==> src/rtl/core/cwpm_pkg.sv <==
// ----------------------------------------------------------------------------
// cwpm_pkg
// Shared types and constants of the circle wall mover.
// ----------------------------------------------------------------------------
package cwpm_pkg;

  localparam int unsigned WallSlots  = 16;
  localparam int unsigned WallIdxW   = 4;
  localparam int unsigned CoordW     = 24;
  localparam int unsigned SpanW      = 23;
  localparam int unsigned MaxPasses  = 8;
  localparam int unsigned CfgDataW   = 24;
  localparam int unsigned CfgIdxW    = 2;
  localparam int unsigned WallW      = 2 * CoordW + 2 * SpanW;

  localparam logic [1:0] OpWall = 2'd0;
  localparam logic [1:0] OpSet  = 2'd1;
  localparam logic [1:0] OpStep = 2'd2;

  localparam logic [CfgIdxW-1:0] RegWalls  = 2'd0;
  localparam logic [CfgIdxW-1:0] RegPasses = 2'd1;
  localparam logic [CfgIdxW-1:0] RegSpeed  = 2'd2;
  localparam logic [CfgIdxW-1:0] RegRadius = 2'd3;

  // datapath commands from the controller
  typedef struct packed {
    logic load_pos;   // set position from input point
    logic load_tgt;   // latch target and step length
    logic move_start; // compute and apply move
    logic wall_start; // resolve current wall
    logic clr_hit;
  } cwpm_cmd_t;

  typedef struct packed {
    logic busy;
  } cwpm_sts_t;

endpackage

==> src/rtl/core/cwpm_ctrl.sv <==
// ----------------------------------------------------------------------------
// cwpm_ctrl
// Controller: decodes transactions, walks passes and walls, drives the output.
// ----------------------------------------------------------------------------
module cwpm_ctrl (
  input  logic                         clk_i,
  input  logic                         rst_ni,
  input  logic                         in_valid_i,
  output logic                         in_stall_o,
  input  logic [1:0]                   opcode_i,
  output logic                         out_valid_o,
  input  logic                         out_stall_i,
  input  logic [4:0]                   walls_i,
  input  logic [3:0]                   passes_i,
  output logic [cwpm_pkg::WallIdxW-1:0] rd_idx_o,
  output cwpm_pkg::cwpm_cmd_t          cmd_o,
  input  cwpm_pkg::cwpm_sts_t          sts_i
);
  import cwpm_pkg::*;

  typedef enum logic [6:0] {
    SIdle = 7'b0000001,
    SMove = 7'b0000010,
    SMvW  = 7'b0000100,
    SRd   = 7'b0001000,
    SWall = 7'b0010000,
    SWW   = 7'b0100000,
    SOut  = 7'b1000000
  } state_e;

  state_e st_q, st_d;
  logic [WallIdxW:0] w_q, w_d, nw_q, nw_d;
  logic [3:0] p_q, p_d, np_q, np_d;
  logic acc;

  assign in_stall_o = (st_q != SIdle);
  assign acc = in_valid_i && !in_stall_o;
  assign out_valid_o = (st_q == SOut);
  assign rd_idx_o = w_q[WallIdxW-1:0];

  always_comb begin
    st_d = st_q; w_d = w_q; p_d = p_q; nw_d = nw_q; np_d = np_q;
    cmd_o = '0;
    case (st_q)
      SIdle: begin
        if (acc && opcode_i == OpSet) begin
          cmd_o.load_pos = 1'b1; cmd_o.clr_hit = 1'b1; st_d = SOut;
        end else if (acc && opcode_i == OpStep) begin
          cmd_o.load_tgt = 1'b1; cmd_o.clr_hit = 1'b1;
          nw_d = (walls_i > 5'(WallSlots)) ? (WallIdxW+1)'(WallSlots) : walls_i;
          np_d = (passes_i > 4'(MaxPasses)) ? 4'(MaxPasses) : passes_i;
          st_d = SMove;
        end
      end
      SMove: begin
        cmd_o.move_start = 1'b1; st_d = SMvW;
      end
      SMvW: begin
        if (!sts_i.busy) begin
          w_d = '0; p_d = '0;
          st_d = (np_q == '0 || nw_q == '0) ? SOut : SRd;
        end
      end
      SRd: st_d = SWall;  // RAM read latency
      SWall: begin
        cmd_o.wall_start = 1'b1; st_d = SWW;
      end
      SWW: begin
        if (!sts_i.busy) begin
          if (w_q + 1'b1 == nw_q) begin
            w_d = '0;
            if (p_q + 4'd1 == np_q) st_d = SOut;
            else begin p_d = p_q + 4'd1; st_d = SRd; end
          end else begin
            w_d = w_q + 1'b1; st_d = SRd;
          end
        end
      end
      SOut: if (!out_stall_i) st_d = SIdle;
      default: st_d = SIdle;
    endcase
  end

  always_ff @(posedge clk_i or negedge rst_ni) begin
    if (!rst_ni) begin
      st_q <= SIdle; w_q <= '0; p_q <= '0; nw_q <= '0; np_q <= '0;
    end else begin
      st_q <= st_d; w_q <= w_d; p_q <= p_d; nw_q <= nw_d; np_q <= np_d;
    end
  end
endmodule

==> config.mk <==
export PLATFORM = sky130hd
export DESIGN_NAME = cwpm_ctrl
export DESIGN_NICKNAME = d
export VERILOG_FILES = /design/src/rtl/core/cwpm_pkg.sv /design/src/rtl/core/cwpm_ctrl.sv
export SDC_FILE = /design/constraint.sdc
export NUM_CORES = 1
export LEC_CHECK = 0
export ABC_AREA = 0
export ABC_CLOCK_PERIOD_IN_PS = 2800
export BUFFER_PORTS_ARGS = -buffer_cell sky130_fd_sc_hd__buf_4
export CORE_MARGIN = 2
export CORE_UTILIZATION = 40
export DETAILED_ROUTE_END_ITERATION = 10
export MAX_ROUTING_LAYER = met4
export PLACE_DENSITY = 0.61
export SLEW_MARGIN = 20
export SYNTH_ARGS = -nofsm -noshare
export SYNTH_HDL_FRONTEND = slang
export SYNTH_SLANG_ARGS = --single-unit
==> constraint.sdc <==
create_clock -name clk_i -period 2.8 [get_ports clk_i]
set_clock_uncertainty 0.2 [all_clocks]
set_input_delay 0.28 -clock clk_i [delete_from_list [all_inputs] [get_ports clk_i]]
set_output_delay 0.28 -clock clk_i [all_outputs]
set_load 0.05 [all_outputs]
==> flow_metrics.env <==
export IMPL_outcome="finished, final reports clean"
export IMPL_fin_crit_ps=2580
export IMPL_async_flop_share_pct=100
export IMPL_rsz0062_at_grt="false"
export IMPL_p_switching_mw=0.607
export IMPL_crit_type="reg -> out"
export IMPL_grt_overflow_total=0
export IMPL_synth_cell_types=51
export IMPL_wl_microns=3220
export IMPL_p_int_mw=0.866
export IMPL_cp_top_family="simple AND/OR/NAND/NOR gates"
export IMPL_synth_edf_count=0
export IMPL_clock_sinks=25
export IMPL_netlist_area_sq_um=1590
export IMPL_dieArea_sq_um=4490
export IMPL_ir_drop_mv=0.377
export IMPL_hold_viol=0
export IMPL_design_area_sq_um=1840
export IMPL_switching_share_pct=41.2
export IMPL_tns_ps=0
export IMPL_numPortBuffers=26
export IMPL_setup_viol=0
export IMPL_p_leak_nw=0.839
export IMPL_num_rows=22
export IMPL_fillers=376
export IMPL_drc=0
export IMPL_cts_max_level=1
export IMPL_start_kind="register"
export IMPL_dpl_instance_area_sq_um=1780
export IMPL_crit_slowest_cell="dfstp_2"
export IMPL_slowest_delay_ps=570
export IMPL_io_pins=27
export IMPL_grt_max_degree=26
export IMPL_design_core_area_sq_um=3740
export IMPL_finish_utilization_pct=49.3
export IMPL_path_cells="nor4b_1 -> and3_1 -> and3_2 -> or2_2 -> buf_4"
export IMPL_dr_total_vias=1280
export IMPL_synth_seq_area_share_pct=39.4
export IMPL_tritoncts="done"
export IMPL_fin_crit_sh_pct=92.0
export IMPL_die_h_microns=67.0
export IMPL_initialDrtViolationCount=89
export IMPL_dp_hpwl_microns=2390
export IMPL_synth_area_per_cell_sq_um=9.63
export IMPL_crit_buf_inv=1
export IMPL_cap_violations=0
export IMPL_worstMarginPinSlew_ps=373
export IMPL_ys_ff_latch=25
export IMPL_pwr_share_seq_pct=39.5
export IMPL_clkPwrFrac_pct=15.7
export IMPL_drv_slew=0
export IMPL_nNetsFinal=207
export IMPL_postCtsSetupBuffers=0
export IMPL_final_common_cell="buf_4"
export IMPL_cts_buffers=3
export IMPL_fmax_mhz=388
export IMPL_drive_above_1_share_pct=25.5
export IMPL_layout_setup_ws_ps=225
export IMPL_grt_first_pass_wirelength_microns=5350
export IMPL_cp_required_ps=2320
export IMPL_yosys_warnings=0
export IMPL_dp_slack_ps=302
export IMPL_cts_buffer_depth=2
export IMPL_synthToLayoutAreaGrowth_pct=16.1
export IMPL_clk_pin_slew_ps=100
export IMPL_grt_pass1_vias=1145
export IMPL_hp_class="in -> reg"
export IMPL_end_kind="output pin"
export IMPL_mostFrequentLayoutCells="buf_4, dfrtp_1, o21ai_0"
export IMPL_clk_latency_ps=280
export IMPL_gp_congestion=0.911
export IMPL_gr_usage_all_layers_pct=16.1
export IMPL_n_antenna_cell=0
export IMPL_reg2reg_slack_ps=260
export IMPL_slew_headroom_pct=74.9
export IMPL_ys_flop_type="dfrtp_1"
export IMPL_critPathMaxFanout=13
export IMPL_dieWidth_microns=67.0
export IMPL_pwr_share_comb_pct=44.8
export IMPL_start_util_pct=42.4
export IMPL_worstPathArrival_ps=2100
export IMPL_root_buffer="clkbuf_8"
export IMPL_synth_fp_nets=183
export IMPL_holdWs_ps=31.3
export IMPL_antenna_found_initial=0
export IMPL_vias_per_cell=5.42
export IMPL_p_per_area_nw_per_um2=799
export IMPL_synthCells=165
export IMPL_ant_nets=0
export IMPL_wl_per_cell_microns=13.6
export IMPL_firstDrtPassIters=4
-- power groups by stage --
stage | logic [mW] | registers, mW | clock network (mW)
2_1_floorplan | 0.540 | 0.555 | 0
3_3_place_gp | 0.640 | 0.588 | 0
3_5_place_dp | 0.656 | 0.589 | 0
4_1_cts | 0.662 | 0.582 | 0.232
5_1_grt | 0.739 | 0.596 | 0.251
6_report | 0.661 | 0.582 | 0.231
-- what timing repair did --
action                                  CTS  global route
endpoints found under the setup margin    0             1
gates resized for setup                   0             1
hold buffers                              1             0
endpoints found under the hold margin    24             0
-- area by class of cell --
cell class              instances  area (sq um)  share of cell area, %
clock buffers                   3          41.3                   2.24
multi-input cells             119           843                   45.7
inverters                      10          37.5                   2.04
clock inverters                 1          7.51                  0.407
repair buffers                 30           228                   12.3
well taps                      48          60.1                   3.26
flip-flops and latches         25           627                   34.0
-- metal layers --
| layer | share of wire (%) | track usage, % | vias up | wire [microns] |
|---|---|---|---|---|
| met5 | 0 | - | - | 0 |
| met4 | 0.44 | 3.83 | 0 | 14 |
| met1 | 52 | 23.7 | 603 | 1670 |
| met2 | 43 | 23.3 | 35 | 1380 |
| met3 | 4.5 | 2.03 | 2 | 144 |
| li1 | - | - | 640 | - |
-- registers in the layout (all words and copies together), names as in the netlist --
register	count
p_q	4
np_q	4
st_q	7
w_q	5
nw_q	5
-- tightest hold or removal path, delay by kind of cell --
kind / cells / cell delay (ps)
buffers and inverters: 1 / 70
AND/OR/NAND/NOR: 1 / 60
AO/OA/AOI/OAI: 1 / 70
-- final timing paths --
check / start / end / cells after the start
max: st_q[0]$_DFFE_PN1P_ / cmd_o[0] / 5
min: walls_i[1] / nw_q[1]$_DFFE_PN0P_ / 3
max reg2reg: w_q[0]$_DFFE_PN0P_ / p_q[3]$_DFFE_PN0P_ / 6
min reg2reg: np_q[0]$_DFFE_PN0P_ / np_q[0]$_DFFE_PN0P_ / 2
max in group asynchronous: rst_ni / st_q[0]$_DFFE_PN1P_ / 2
min in group asynchronous: rst_ni / p_q[2]$_DFFE_PN0P_ / 2
-- synth_stat cells, drive strengths merged, types with 2 or more instances --
| library cell | count | area, sq um |
|---|---|---|
| or2 | 2 | 12.5 |
| a21oi | 3 | 15.0 |
| nor3 | 6 | 30.0 |
| inv | 10 | 37.5 |
| or2b | 2 | 17.5 |
| nor2 | 5 | 18.8 |
| buf | 7 | 51.3 |
| nand2 | 10 | 37.5 |
| nand3 | 9 | 50.1 |
| nor2b | 3 | 18.8 |
| ha | 2 | 25.0 |
| nor4 | 4 | 31.3 |
| nor4b | 2 | 17.5 |
| nand4b | 2 | 17.5 |
| nand3b | 8 | 60.1 |
| a21o | 2 | 15.0 |
| or3 | 2 | 17.5 |
| o21ai | 14 | 70.1 |
| dfrtp | 24 | 601 |
| nand4 | 2 | 12.5 |
| xnor2 | 9 | 78.8 |
| dlygate4sd1 | 2 | 17.5 |
| xor2 | 4 | 35.0 |
| a211o | 2 | 18.8 |
| mux2 | 2 | 22.5 |
| and3 | 8 | 51.3 |
| and3b | 2 | 20.0 |
-- kinds of logic after synthesis --
kind of cell / share of synthesized area (%)
compound gates: 12.6
xor+xnor: 10.1
fa+ha+maj: 1.57
buf+inv: 7.56
flops: 39.4
mux: 1.42
simple gates: 27.3
-- through the flow --
step,power [mW],cells
finish,1.47,236
global route,1.59,236
CTS,1.48,236
detailed placement,1.25,231
global placement,1.23,231
floorplan,1.09,165
Note: power is estimated with default switching activity, not from simulation.
