$ cat src/rtl/core/cwpm_ram.sv
// ----------------------------------------------------------------------------
// cwpm_ram
// Generic single-port-write, single-read RAM with registered read data.
// ----------------------------------------------------------------------------
module cwpm_ram #(
  parameter int unsigned Width = 8,
  parameter int unsigned Depth = 16
) (
  input  logic                     clk_i,
  input  logic                     we_i,
  input  logic [$clog2(Depth)-1:0] waddr_i,
  input  logic [Width-1:0]         wdata_i,
  input  logic [$clog2(Depth)-1:0] raddr_i,
  output logic [Width-1:0]         rdata_o
);
  logic [Width-1:0] mem_q [Depth];

  always_ff @(posedge clk_i) begin
    if (we_i) begin
      mem_q[waddr_i] <= wdata_i;
    end
    rdata_o <= mem_q[raddr_i];
  end
endmodule

$ cat config.mk
export PLATFORM = sky130hd
export DESIGN_NAME = cwpm_ram
export DESIGN_NICKNAME = d
export VERILOG_FILES = /design/src/rtl/core/cwpm_ram.sv
export SDC_FILE = /design/constraint.sdc
export NUM_CORES = 1
export LEC_CHECK = 0
export ABC_AREA = 1
export BUFFER_PORTS_ARGS = -buffer_cell sky130_fd_sc_hd__buf_2
export CORE_MARGIN = 2
export CORE_UTILIZATION = 63
export CTS_CLUSTER_DIAMETER = 60
export CTS_CLUSTER_SIZE = 12
export DETAILED_ROUTE_END_ITERATION = 8
export PLACE_DENSITY = 0.81
export RECOVER_POWER = 25
export SYNTH_ARGS = -nofsm -noshare
export SYNTH_HDL_FRONTEND = slang
export SYNTH_SLANG_ARGS = --single-unit
$ cat constraint.sdc
create_clock -name clk_i -period 1.9 [get_ports clk_i]
set_input_delay 0.19 -clock clk_i [delete_from_list [all_inputs] [get_ports clk_i]]
set_output_delay 0.19 -clock clk_i [all_outputs]
set_load 0.05 [all_outputs]
==> results.txt, run 1 <==
- Number of H-tree branching levels: 4
- The first detailed-routing pass took 6 iterations.
- The worst path in the final design needs a cycle of 1400 ps, including I/O delays and setup.
* Cell count along the critical path: 1
- Wires add up to 13800 um.
* Cell taking the most area after synthesis: sky130_fd_sc_hd__edfxtp_1
- Final Max Slew Viols: 0
- Critical Path End Type: output pin
- Maximum ir drop on the vdd rail: 0.666 mV
- DRC: 0
* Max layer used: met4
- Setup repair after global routing left no endpoint under its margin.
- Post-route clock skew: 6.38 ps
- Post-route clock period utilization: 73.7%
- From synthesis to final layout, the design area changed by 14.5%.
- DIE AREA: 9940 um^2
* Vias/cell: 5.83
- Power dissipated by switching net loads: 1640 uW
- CP Data Required Time: 1710 ps
- First DRT Iteration DRCs: 512
- Critical Path Slowest Stage Cell: sky130_fd_sc_hd__dfxtp_1
- For this run, the register share of the synthesized area comes to 69.4%.
* Via Count: 4143
* Clock transition at the register clock pins on the worst setup and hold paths after CTS: 60 ps
- Setup violations remaining at the end of the flow were counted as 0.
* HPWL after detailed placement: 8080 um
- By startpoint and endpoint, the worst setup path is classified as reg2out.
- Wire length on met3: 1650 um
* Post-CTS Repair Setup Buffers: 0
- Total of flip-flops plus latches after synthesis: 136
- Broken down by cell family, the worst path's largest delay share belongs to flip-flops.
- Maximum capacitance violations: 0
- Fmax: 0.714 GHz
- Leakage dissipation: 0.00287 uW
- Crit path arrival time: 1210 ps
- Summing every instance area after synthesis gives 5770 um^2.
- With fillers left out, the area of the finished cells amounts to 6600 um^2.
* PD cells: 1080 nW/um^2
* Insertion delay to the later sink of the worst-skew pair: 530 ps
- Net count after synthesis: 569
- Slew at the pin closest to its max-slew limit: 941 ps
* Max Root-Sink Buffers: 2
- Syn_area_per_cell: 10.5 um^2
- The initialized floorplan defines 34 standard-cell rows.
- Clock tree from TritonCTS: done
* Sum of overflow across all layers after global routing: 0
- Summing internal, switching and leakage power gives 7110 uW.
* Gpl congestion: 0.858
- Wire segments on met2 add up to 6540 um in the final route.
- Number of input and output port buffers inserted: 25
- Walking the worst path, the cells encountered are buf_2.
- Share of final-layout standard cells stronger than drive strength 1: 11.8%
* Net Sw Frac: 23.0%
* Unique masters post-synth: 12
- The run finished with clean final reports.
- The first global-routing pass estimated 21600 um of wire.
* Final setup margin: 500 ps
- Measured against its own limit, the worst slew margin works out to 37.3%.
- Counting both buffers and inverters, the worst setup path holds a total of 1.
- Die extent in x: 99.7 um
* Post-placement cell area: 6020 um^2
- For this run, the post-layout net count is 608.
- Once detail routing completed, the nets flagged for antenna violations numbered 0.
- Worst hold-check path type: in2reg
* Yosys Warn Count: 0
- Cts bufs inserted: 17
- Core area: 8810 um^2
* Nature of the critical path startpoint: flip-flop
- Post-CTS Hold Fix Bufs: 0
* Critical Path Fanout Max: 1
* CTS Root Cell: sky130_fd_sc_hd__clkbuf_8
- The filler cells instantiated in the layout total 521.
- Detail-routed net length per standard cell: 19.4 um
- Initial standard-cell utilization of the core: 65.5%
- Portion of total power attributed to sequential cells: 47.6%
- By area the synthesized netlist is led by sky130_fd_sc_hd__edfxtp_1 67%, sky130_fd_sc_hd__nand2_1 11%, sky130_fd_sc_hd__nand3_1 8.4%.
* Final Hold Viols: 0
- From bottom edge to top edge, the die measures 99.7 um.
* Syn Inst Count: 551
- Internal: 5480 uW
* Total negative setup slack: 0 ps
- The clock network burns 45.7% of the power.
* Cells on worst reg2reg path: 6
* Maximum number of pins on one net before global-route repair: 65
* Number of antenna violations at the first check in global routing: 0
- Number of gates resized after cts: 0
- Wire length on met1: 5090 um
- 26 I/O pins were placed.
* Comb pwr share: 6.7%
* Number of global-route vias before repair: 3994
- Worst hold stages: 3
- Fraction of synthesized cell area taken by the top area cell type: 66.7%
- CTS saw 136 sinks.
- The number of antenna diodes in the final layout is 0.
- Before CTS, the worst setup slack after placement is 372 ps.
- For this run, the slowest stage of the critical path takes 400 ps.
* GRT Util Overall: 29.9%
## cells in the final DEF, fill, tap and decap left out, drive strengths merged
master,count
buf,38
bufinv,3
clkbuf,24
clkinv,3
clkinvlp,6
dfxtp,8
edfxtp,128
inv,104
nand2,173
nand3,97
nand3b,2
nor2,17
## path summary, 6_finish.rpt
| check | startpoint | slack (ps) | endpoint |
|---|---|---|---|
| setup / recovery | rdata_o[1]$_DFF_P_ | 500 | rdata_o[1] |
| hold / removal | raddr_i[3] | 60 | rdata_o[6]$_DFF_P_ |
| setup reg to reg | mem_q[13][4]$_DFFE_PP_ | 790 | rdata_o[4]$_DFF_P_ |
| hold reg to reg | mem_q[2][0]$_DFFE_PP_ | 700 | rdata_o[0]$_DFF_P_ |
## per-layer routing
metal  GRT usage (%)  vias to the layer above
met5               0                        -
met3            7.80                       54
li1                -                     1853
met2            47.2                      299
met4            12.6                        0
met1            39.8                     1937
## cell type report
class	instances	area [um^2]	area share [%]
Timing Repair Buffer	44	273	4.13
Tap cell	108	135	2.05
Inverter	102	383	5.80
Clock buffer	18	418	6.33
Sequential cell	136	4000	60.7
Clock inverter	14	175	2.65
Multi-Input combinational cell	289	1210	18.4
## state kept, by name, indices dropped and copies added (netlist names)
| register | cells |
|---|---|
| rdata_o | 8 |
| mem_q | 128 |
## power groups by stage
stage	clock, uW	combinational, uW	sequential [uW]
2_1_floorplan	0	237	3500
3_3_place_gp	0	448	3440
3_5_place_dp	0	463	3440
4_1_cts	3270	474	3380
5_1_grt	3380	515	3390
6_report	3250	479	3380
## synthesized netlist by cell type, drive strengths merged
library cell  count
nand2           173
nand3            97
nor2             17
edfxtp          128
inv             102
dfxtp             8
nand3b            2
buf              24
## per-stage QoR
| step | util (%) | hold slack [ps] | std cells |
|---|---|---|---|
| CTS | 75.0 | 26.9 | 711 |
| floorplan | - | 289 | 551 |
| global placement | 68.3 | 550 | 679 |
| global route | 75.0 | 51.0 | 711 |
| detailed placement | 68.3 | 563 | 679 |
| finish | 75.0 | 55.4 | 711 |
## cell families after synthesis
logic type    after synthesis  synth area share (%)
flops                     136                  69.4
simple gates              289                  21.0
buf+inv                   126                  9.52
No activity file was read; power rests on OpenSTA's default activity.
==> inputs of run 2 (changes only) <==
--- a/config.mk
+++ b/config.mk
@@ -5,14 +5,14 @@
 export SDC_FILE = /design/constraint.sdc
 export NUM_CORES = 1
 export LEC_CHECK = 0
-export ABC_AREA = 1
+export ABC_AREA = 0
 export BUFFER_PORTS_ARGS = -buffer_cell sky130_fd_sc_hd__buf_2
 export CORE_MARGIN = 2
-export CORE_UTILIZATION = 63
+export CORE_UTILIZATION = 60
 export CTS_CLUSTER_DIAMETER = 60
 export CTS_CLUSTER_SIZE = 12
 export DETAILED_ROUTE_END_ITERATION = 8
-export PLACE_DENSITY = 0.81
+export PLACE_DENSITY = 0.78
 export RECOVER_POWER = 25
 export SYNTH_ARGS = -nofsm -noshare
 export SYNTH_HDL_FRONTEND = slang
==> constraint.sdc (replaced) <==
create_clock -name clk_i -period 1.3 [get_ports clk_i]
set_input_delay 0.13 -clock clk_i [delete_from_list [all_inputs] [get_ports clk_i]]
set_output_delay 0.13 -clock clk_i [all_outputs]
set_load 0.05 [all_outputs]
==> results.txt, run 2 <==
- The largest total area in the synthesized netlist belongs to sky130_fd_sc_hd__edfxtp_1.
* Number of nets still failing antenna checks after routing: 0 (unchanged)
* Number of antenna violations at the first check in global routing: 0 (unchanged)
* Commonest cells after routing, fill and taps aside: 128 x sky130_fd_sc_hd__edfxtp_1, 27 x sky130_fd_sc_hd__mux4_2, 27 x sky130_fd_sc_hd__buf_4
* Post-CTS Repair Setup Buffers: 0 (unchanged)
- The cell internal power dissipation is 8410 uW (+54%).
- The sink count of the clock tree is 136 (unchanged).
* Crit path arrival time: 1710 ps (+500 ps)
* Power dissipated by switching net loads: 2150 uW (+32%)
- The highest net fanout along the worst path was 1 (unchanged).
* PD cells: 1680 nW/um^2 (+56%)
* Most instantiated cells after synthesis: 128 x sky130_fd_sc_hd__edfxtp_1, 18 x sky130_fd_sc_hd__mux4_2, 16 x sky130_fd_sc_hd__a22oi_1
* Final Max Slew Viols: 0 (unchanged)
- Yosys Warn Count: 0 (unchanged)
- The total negative setup slack is -2.96 ps (-2.96 ps).
* PnR Total Power: 10600 uW (+48%)
- The number of core rows is 33 (-2.9%).
- The ratio of routed vias to standard cells is 6.14 (+5.4%).
* Final setup violation count: 1 (+1)
- Number of H-tree branching levels: 4 (unchanged)
- Sum of overflow across all layers after global routing: 0 (unchanged)
- Maximum number of pins on one net before global-route repair: 24 (-63%)
- The most used flip-flop cell after synthesis is sky130_fd_sc_hd__edfxtp_1.
- First DRT Iteration DRCs: 293 (-43%)
- Leakage dissipation: 0.00213 uW (-26%)
- The height of the die is 96.6 um (-3.1%).
* Largest cells by area after synthesis: sky130_fd_sc_hd__edfxtp_1 75%, sky130_fd_sc_hd__mux4_2 7.9%, sky130_fd_sc_hd__mux4_1 7.1%
* Share of final-layout standard cells stronger than drive strength 1: 37.9% (+26 points)
* Unique masters post-synth: 19 (+7)
- Post-route clock period utilization: 100%
* Status: finished with violations
* Wire length after detailed routing: 10200 um (-26%)
* Number of input and output port buffers inserted: 25 (unchanged)
- The clock latency on the worst-skew pair was 520 ps (about the same).
- Via Count: 2556 (-38%)
- The final net count came to 316 (-48%).
- Count leader, synth: sky130_fd_sc_hd__edfxtp_1
* Slew at the pin closest to its max-slew limit: 950 ps (+9.47 ps)
* Worst hold-check path type: in2reg
* Fmax: 0.767 GHz
- DRC: 0 (unchanged)
- Die extent in x: 96.6 um (-3.1%)
* Post-route clock skew: 7.53 ps (+1.15 ps)
- Net Sw Frac: 20.4% (-2.6 points)
* Global-route wire length before repair: 16000 um (-26%)
- Clock share of power: 47.5% (+1.8 points)
- The detailed-route wire length per cell is 24.6 um (+27%).
- Max Root-Sink Buffers: 2 (unchanged)
- The top cell type's share of synthesized area is 74.7% (+8.0 points).
- The number of optimization iterations in the first detailed-route pass is 5 (-1).
- The synthesized area came to 5150 um^2 (-11%).
* Violations in the final reports: negative setup slack
- Count of flip-flops with a built-in enable after synthesis: 128 (unchanged)
- Slew headroom: 36.4% (-0.87 points)
- The routed design could run at a clock period as short as 1300 ps.
- Clock tree from TritonCTS: done
- The flip-flop count of the largest register after layout came to 128 (unchanged).
- Category of the critical setup timing path: reg2reg
- Cts bufs inserted: 17 (unchanged)
* CTS Root Cell: sky130_fd_sc_hd__clkbuf_8
- The area of the placeable core was 8260 um^2 (-6.2%).
- The worst setup margin is -2.96 ps (-503 ps).
- Ports placed on the boundary: 26 (unchanged)
* Critical Path End Type: flip-flop
- Final Hold Viols: 0 (unchanged)
- Maximum capacitance violations: 0 (unchanged)
- The via count of the first global-routing pass was 2737 (-31%).
- The share of power burned in registers was 46.8% (-0.8 points).
- Initial standard-cell utilization of the core: 62.3% (-3.2 points)
* Top flop regs: mem_q: 128 flops, rdata_o: 8 flops
- FFs w/ async S/R, synth: 0% (unchanged)
- The per-instance average area after synthesis came to 22.5 um^2 (+110%).
- Clock transition at the register clock pins on the worst setup and hold paths after CTS: 60 ps (about the same)
* RSZ-0062 raised after global routing: true
- Leaving out fill and tap cells, the most frequent cell in the layout is sky130_fd_sc_hd__edfxtp_1.
- The worst setup path is launched from a flip-flop.
- Total of flip-flops plus latches after synthesis: 136 (unchanged)
- Maximum ir drop on the vdd rail: 1.27 mV (+90%)
* DIE AREA: 9340 um^2 (-6.0%)
- Register name with the most flops: mem_q
- Compared with the post-synthesis result, the final layout area differs by 21.8%.
- GRT Util Overall: 24.0% (-5.9 points)
- The number of fill cells in the layout is 457 (-12%).
* Fraction of the yosys area taken by sequential cells: 77.8% (+8.4 points)
- The synthesized instance count was 229 (-58%).
* Gpl congestion: 0.848 (-1.2%)
* Antenna Diode Count: 0 (unchanged)
- The share of total power in combinational logic was 5.8% (-0.9 points).
* HPWL after detailed placement: 6170 um (-24%)
* CP Data Required Time: 1700 ps (about the same)
- Net count after synthesis: 247 (-57%)
## run 2: cell count changes after synthesis, moves of 3 or more
| cell | previous run | this run |
|---|---|---|
| sky130_fd_sc_hd__nor3_1 | 0 | 4 |
| sky130_fd_sc_hd__buf_2 | 13 | 3 |
| sky130_fd_sc_hd__nor2_1 | 17 | 13 |
| sky130_fd_sc_hd__mux4_2 | 0 | 18 |
| sky130_fd_sc_hd__nand2_1 | 173 | 9 |
| sky130_fd_sc_hd__mux4_1 | 0 | 14 |
| sky130_fd_sc_hd__nand3_1 | 97 | 1 |
| sky130_fd_sc_hd__clkdlybuf4s25_2 | 0 | 3 |
| sky130_fd_sc_hd__a22oi_1 | 0 | 16 |
| sky130_fd_sc_hd__inv_1 | 100 | 0 |
| sky130_fd_sc_hd__buf_4 | 4 | 1 |
| sky130_fd_sc_hd__buf_6 | 6 | 3 |
## run 2: cells by family (layout without fill, tap and decap cells)
| group | Yosys count | after routing | synth area share [%] |
|---|---|---|---|
| muxes | 32 | 32 | 15.0 |
| and+or+nand+nor | 35 | 35 | 3.18 |
| DFF | 136 | 136 | 77.8 |
| AOI/OAI and AO/OA | 16 | 16 | 2.33 |
| buffers and inverters | 10 | 92 | 1.68 |
## run 2: power by group through the flow
| stage | clock network, uW | logic (uW) | registers (uW) |
|---|---|---|---|
| floorplan | 0 | 250 | 5120 |
| global placement | 0 | 553 | 5020 |
| detailed placement | 0 | 568 | 5020 |
| CTS | 5030 | 604 | 4940 |
| global route | 5270 | 654 | 4940 |
| finish | 5010 | 611 | 4940 |
## run 2: stage by stage
step | std cells | hold slack [ps] | instance area (um^2) | setup slack (ps) | util, %
after floorplan | 229 | 229 | 5160 | -96.1 | -
after global routing | 416 | 177 | 6270 | -39.1 | 75.9
after CTS | 416 | 3.39 | 6280 | -7.21 | 76.0
after global placement | 378 | 515 | 5580 | -219 | 67.5
after detailed placement | 378 | 525 | 5580 | -231 | 67.5
final | 416 | 178 | 6270 | -2.96 | 75.9
## run 2: cell type report
| class | count | area, um^2 | area share [%] |
|---|---|---|---|
| sequential | 136 | 4000 | 63.8 |
| clock buffer | 21 | 459 | 7.32 |
| timing repair buffer | 60 | 422 | 6.72 |
| tap | 105 | 131 | 2.09 |
| clock inverter | 11 | 171 | 2.73 |
| multi-input combinational | 83 | 1080 | 17.3 |
## run 2: timing repair
| item | in CTS | in global routing |
|---|---|---|
| endpoints found under the setup margin | 6 | 9 |
| hold buffers | 6 | 0 |
| endpoints found under the hold margin | 83 | 0 |
| cloned | 0 | 0 |
| gates resized for setup | 8 | 11 |
| pin swaps | 2 | 5 |
## run 2: worst paths after layout
check	startpoint	to	slack (ps)	cells after the start
max	mem_q[11][1]$_DFFE_PP_	rdata_o[1]$_DFF_P_	-3	3
min	raddr_i[1]	rdata_o[7]$_DFF_P_	180	4
max reg2reg	mem_q[11][1]$_DFFE_PP_	rdata_o[1]$_DFF_P_	-3	3
min reg2reg	mem_q[15][3]$_DFFE_PP_	rdata_o[3]$_DFF_P_	680	3
## run 2: per-layer routing
metal  wire length, um  up-vias  global-route usage, %  share of wire [%]
li1                  -     1105                      -                  -
met1              4230     1310                   32.9                 41
met2              5100      125                   37.4                 50
met3               710       16                   6.43                6.9
met4               200        0                   9.64                2.0
met5                 0        -                      0                  0
## run 2: worst max-delay path: stages, from the launching register on
cell                       delay (ps)
sky130_fd_sc_hd__edfxtp_1         400
sky130_fd_sc_hd__mux4_2           520
sky130_fd_sc_hd__a22oi_2          180
sky130_fd_sc_hd__nand2_1           90
